File: src/rwct_ram.sv
// Generic single-port-write, single-port-read RAM with registered read data.
module rwct_ram #(
  parameter int WIDTH = 16,
  parameter int DEPTH = 128
) (
  input  logic                     clk,
  input  logic                     we,
  input  logic [$clog2(DEPTH)-1:0] waddr,
  input  logic [WIDTH-1:0]         wdata,
  input  logic [$clog2(DEPTH)-1:0] raddr,
  output logic [WIDTH-1:0]         rdata
);

  logic [WIDTH-1:0] mem [DEPTH];

  // Write and registered read.
  always_ff @(posedge clk) begin
    if (we) begin
      mem[waddr] <= wdata;
    end
    rdata <= mem[raddr];
  end

endmodule

File: config.mk
export PLATFORM = sky130hd
export DESIGN_NAME = rwct_ram
export DESIGN_NICKNAME = d
export VERILOG_FILES = /design/src/rwct_ram.sv
export SDC_FILE = /design/constraint.sdc
export NUM_CORES = 2
export LEC_CHECK = 0
export BUFFER_PORTS_ARGS = -buffer_cell sky130_fd_sc_hd__clkbuf_2
export CAP_MARGIN = 20
export CORE_UTILIZATION = 40
export CTS_BUF_LIST = sky130_fd_sc_hd__clkbuf_4 sky130_fd_sc_hd__clkbuf_8
export CTS_CLUSTER_DIAMETER = 40
export DETAILED_ROUTE_END_ITERATION = 10
export PLACE_DENSITY = 0.55
export SLEW_MARGIN = 20
export SYNTH_ARGS = -nofsm -noshare
export SYNTH_HDL_FRONTEND = slang
export SYNTH_SLANG_ARGS = --single-unit
export TNS_END_PERCENT = 20
File: constraint.sdc
create_clock -name clk -period 2.7 [get_ports clk]
set_input_delay 0.135 -clock clk [delete_from_list [all_inputs] [get_ports clk]]
set_output_delay 0.135 -clock clk [all_outputs]
set_load 0.02 [all_outputs]
==> flow_summary.toml <==
[cells_and_area]
synthToLayoutAreaGrowth_pct = 18.1
nFillCells = 15700
multi_input_comb_area_sq_mm = 0.0161
seqCellArea_sq_mm = 0.0618
layout_common_cells = "2048 x edfxtp_1, 672 x mux4_2, 364 x clkbuf_8"
fin_area_sq_mm = 0.0928
final_core_util_pct = 47.6
fin_nets = 3735
final_common_cell = "edfxtp_1"
drive_gt1_share_pct = 41.1

[sta]
drv_slew = 0
period_needed_ns = 2.56
fin_ws_ns = 0.145
timing.fmax_ghz = 0.391
setup_violations = 0
finalHoldViolCount = 0
finClkSkew_ns = 0.0565
worstMarginPinSlew_ns = 0.927
period_share_pct = 94.6
slew_headroom_pct = 38.2
setup-tns-final_ns = 0
rsz0062_at_grt = "no"

[placed_design]
placed_area_sq_mm = 0.0855
pre_cts_slack_ns = -0.378
place_congestion = 0.806
hpwl_mm = 121
io_buffers = 47

[power_and_ir_drop]
ir_worst_vdd_uv = 597
power_density_mw_per_mm2 = 725
leakagePower_uw = 0.0292

[detailed_routing]
wirelength_mm = 200
first_iter_violations = 3870
wire_per_inst_um = 30.4
drc = 0
drtAntennaViolNets = 0
via_count = 36300
first_pass_iters = 5
via_per_inst = 5.53

[synth]
synth.cell_area_sq_mm = 0.0785
synth_top_area_share_pct = 78.3
syn_area_per_cell_sq_um = 25.4
ys_types = 17
synth_seq_cells = 2064
synth_top_area_cell = "edfxtp_1"
syn_inst = 3086
yosysWarnings = 0
syn_nets = 3118
yosysSeqAreaShare_pct = 78.7
synth_area_leaders = "edfxtp_1 78%, mux4_2 19%, nor2_1 0.58%"

[clock_tree]
post_cts_buffers = 0
cts_tree = "done"
clockBufferDepth = 4
clk_pin_slew_ns = 0.06
cts_resized = 0
holdBufCountCts = 35
numCtsBuffers = 356
htreeDepth = 5
clock-sinks = 2064
root_buffer = "clkbuf_8"
clk_latency_ns = 1.06

[floorplanning]
initial_utilization_pct = 40.3
ioPinCount = 48
rows = 162
core-area_sq_mm = 0.195
dieArea_sq_mm = 0.198
die_h_um = 445
die_w_um = 445

[critical_path]
cp-start-kind = "flip-flop"
slowest_stage = "mux4_2"
critPathTopFamily = "multiplexers"
crit_chain = "mux4_2 > mux4_2 > mux4_2 > mux2_2"
crit_path_end_kind = "flip-flop"
critPathMaxFanout = 1
cp_data_required_time_ns = 3.63
cpMostUsedCell = "mux4_2"
critPathBufInv = 0
cp.arrival_ns = 3.48
path_class = "reg2reg"
slowest_delay_ns = 0.64

[worst_hold_path]
hp-class = "in2reg"

[run]
max-cap-violations = 0

[global_route]
grt_start_max_net_pins = 118
grt_pass1_vias = 38600
grt.total_usage_pct = 20.4
grt_remaining_overflow = 0
grt_pass1_wl_mm = 284
antenna_found_initial = 28

[outcome]
status = "finished, final reports clean"
-- flip-flops by register name (all words and copies together), names as in the netlist --
register	flops
rdata	16
mem	2048
-- final timing paths --
kind / cells past startpoint / end / slack (ns) / start
setup / recovery: 4 / rdata[4]$_DFF_P_ / 0.14 / mem[87][4]$_DFFE_PP_
setup reg to reg: 4 / rdata[4]$_DFF_P_ / 0.14 / mem[87][4]$_DFFE_PP_
hold reg to reg: 4 / rdata[15]$_DFF_P_ / 1.12 / mem[126][15]$_DFFE_PP_
hold / removal: 5 / rdata[14]$_DFF_P_ / 0.11 / raddr[4]
-- per-layer routing --
metal	track usage (%)	up-vias	share of wire (%)	wire length, um
met2	33.2	1450	49	98800
met1	26.5	19800	39	79100
met3	5.21	313	7.8	15600
met4	7.73	4	3.4	6740
li1	-	14800	-	-
met5	0	-	0.011	23
-- synth_stat cells (all sizes together) --
cell type  number
edfxtp       2048
mux4          672
nor2          122
buf            82
clkbuf         82
dfxtp          16
mux2           16
nand2          14
nand3          12
nor3            9
nor2b           7
nand4           3
nand2b          2
or3             1
-- cell families after synthesis --
family | synth area share, %
flops | 78.7
simple gates | 0.888
buf+inv | 0.881
mux | 19.5
-- report_power, final --
group | internal, uW | total [uW] | switching, uW
logic | 1560 | 3600 | 2040
clock network | 15800 | 28100 | 12300
registers | 35400 | 35500 | 127
-- stage by stage --
step,std cells,power [uW],hold WS [ns]
finish,6577,67200,0.115
CTS,6566,67900,0.0159
global route,6568,69400,0.0553
global placement,5934,39700,0.410
floorplan,3086,37900,0.234
detailed placement,5934,39800,0.412
-- layout make-up --
class                           count  area share, %
Sequential cell                  2064           66.6
Clock buffer                      443           6.04
Antenna cell                       11         0.0297
Multi-Input combinational cell    858           17.3
Timing Repair Buffer              423           5.01
Tap cell                         2624           3.54
Clock inverter                    154           1.43
-- worst min-delay path, delay by kind of cell --
kind | cells | cell delay [ns]
mux | 3 | 0.62
buf+inv | 2 | 0.33
Note: power is estimated with default switching activity, not from simulation.
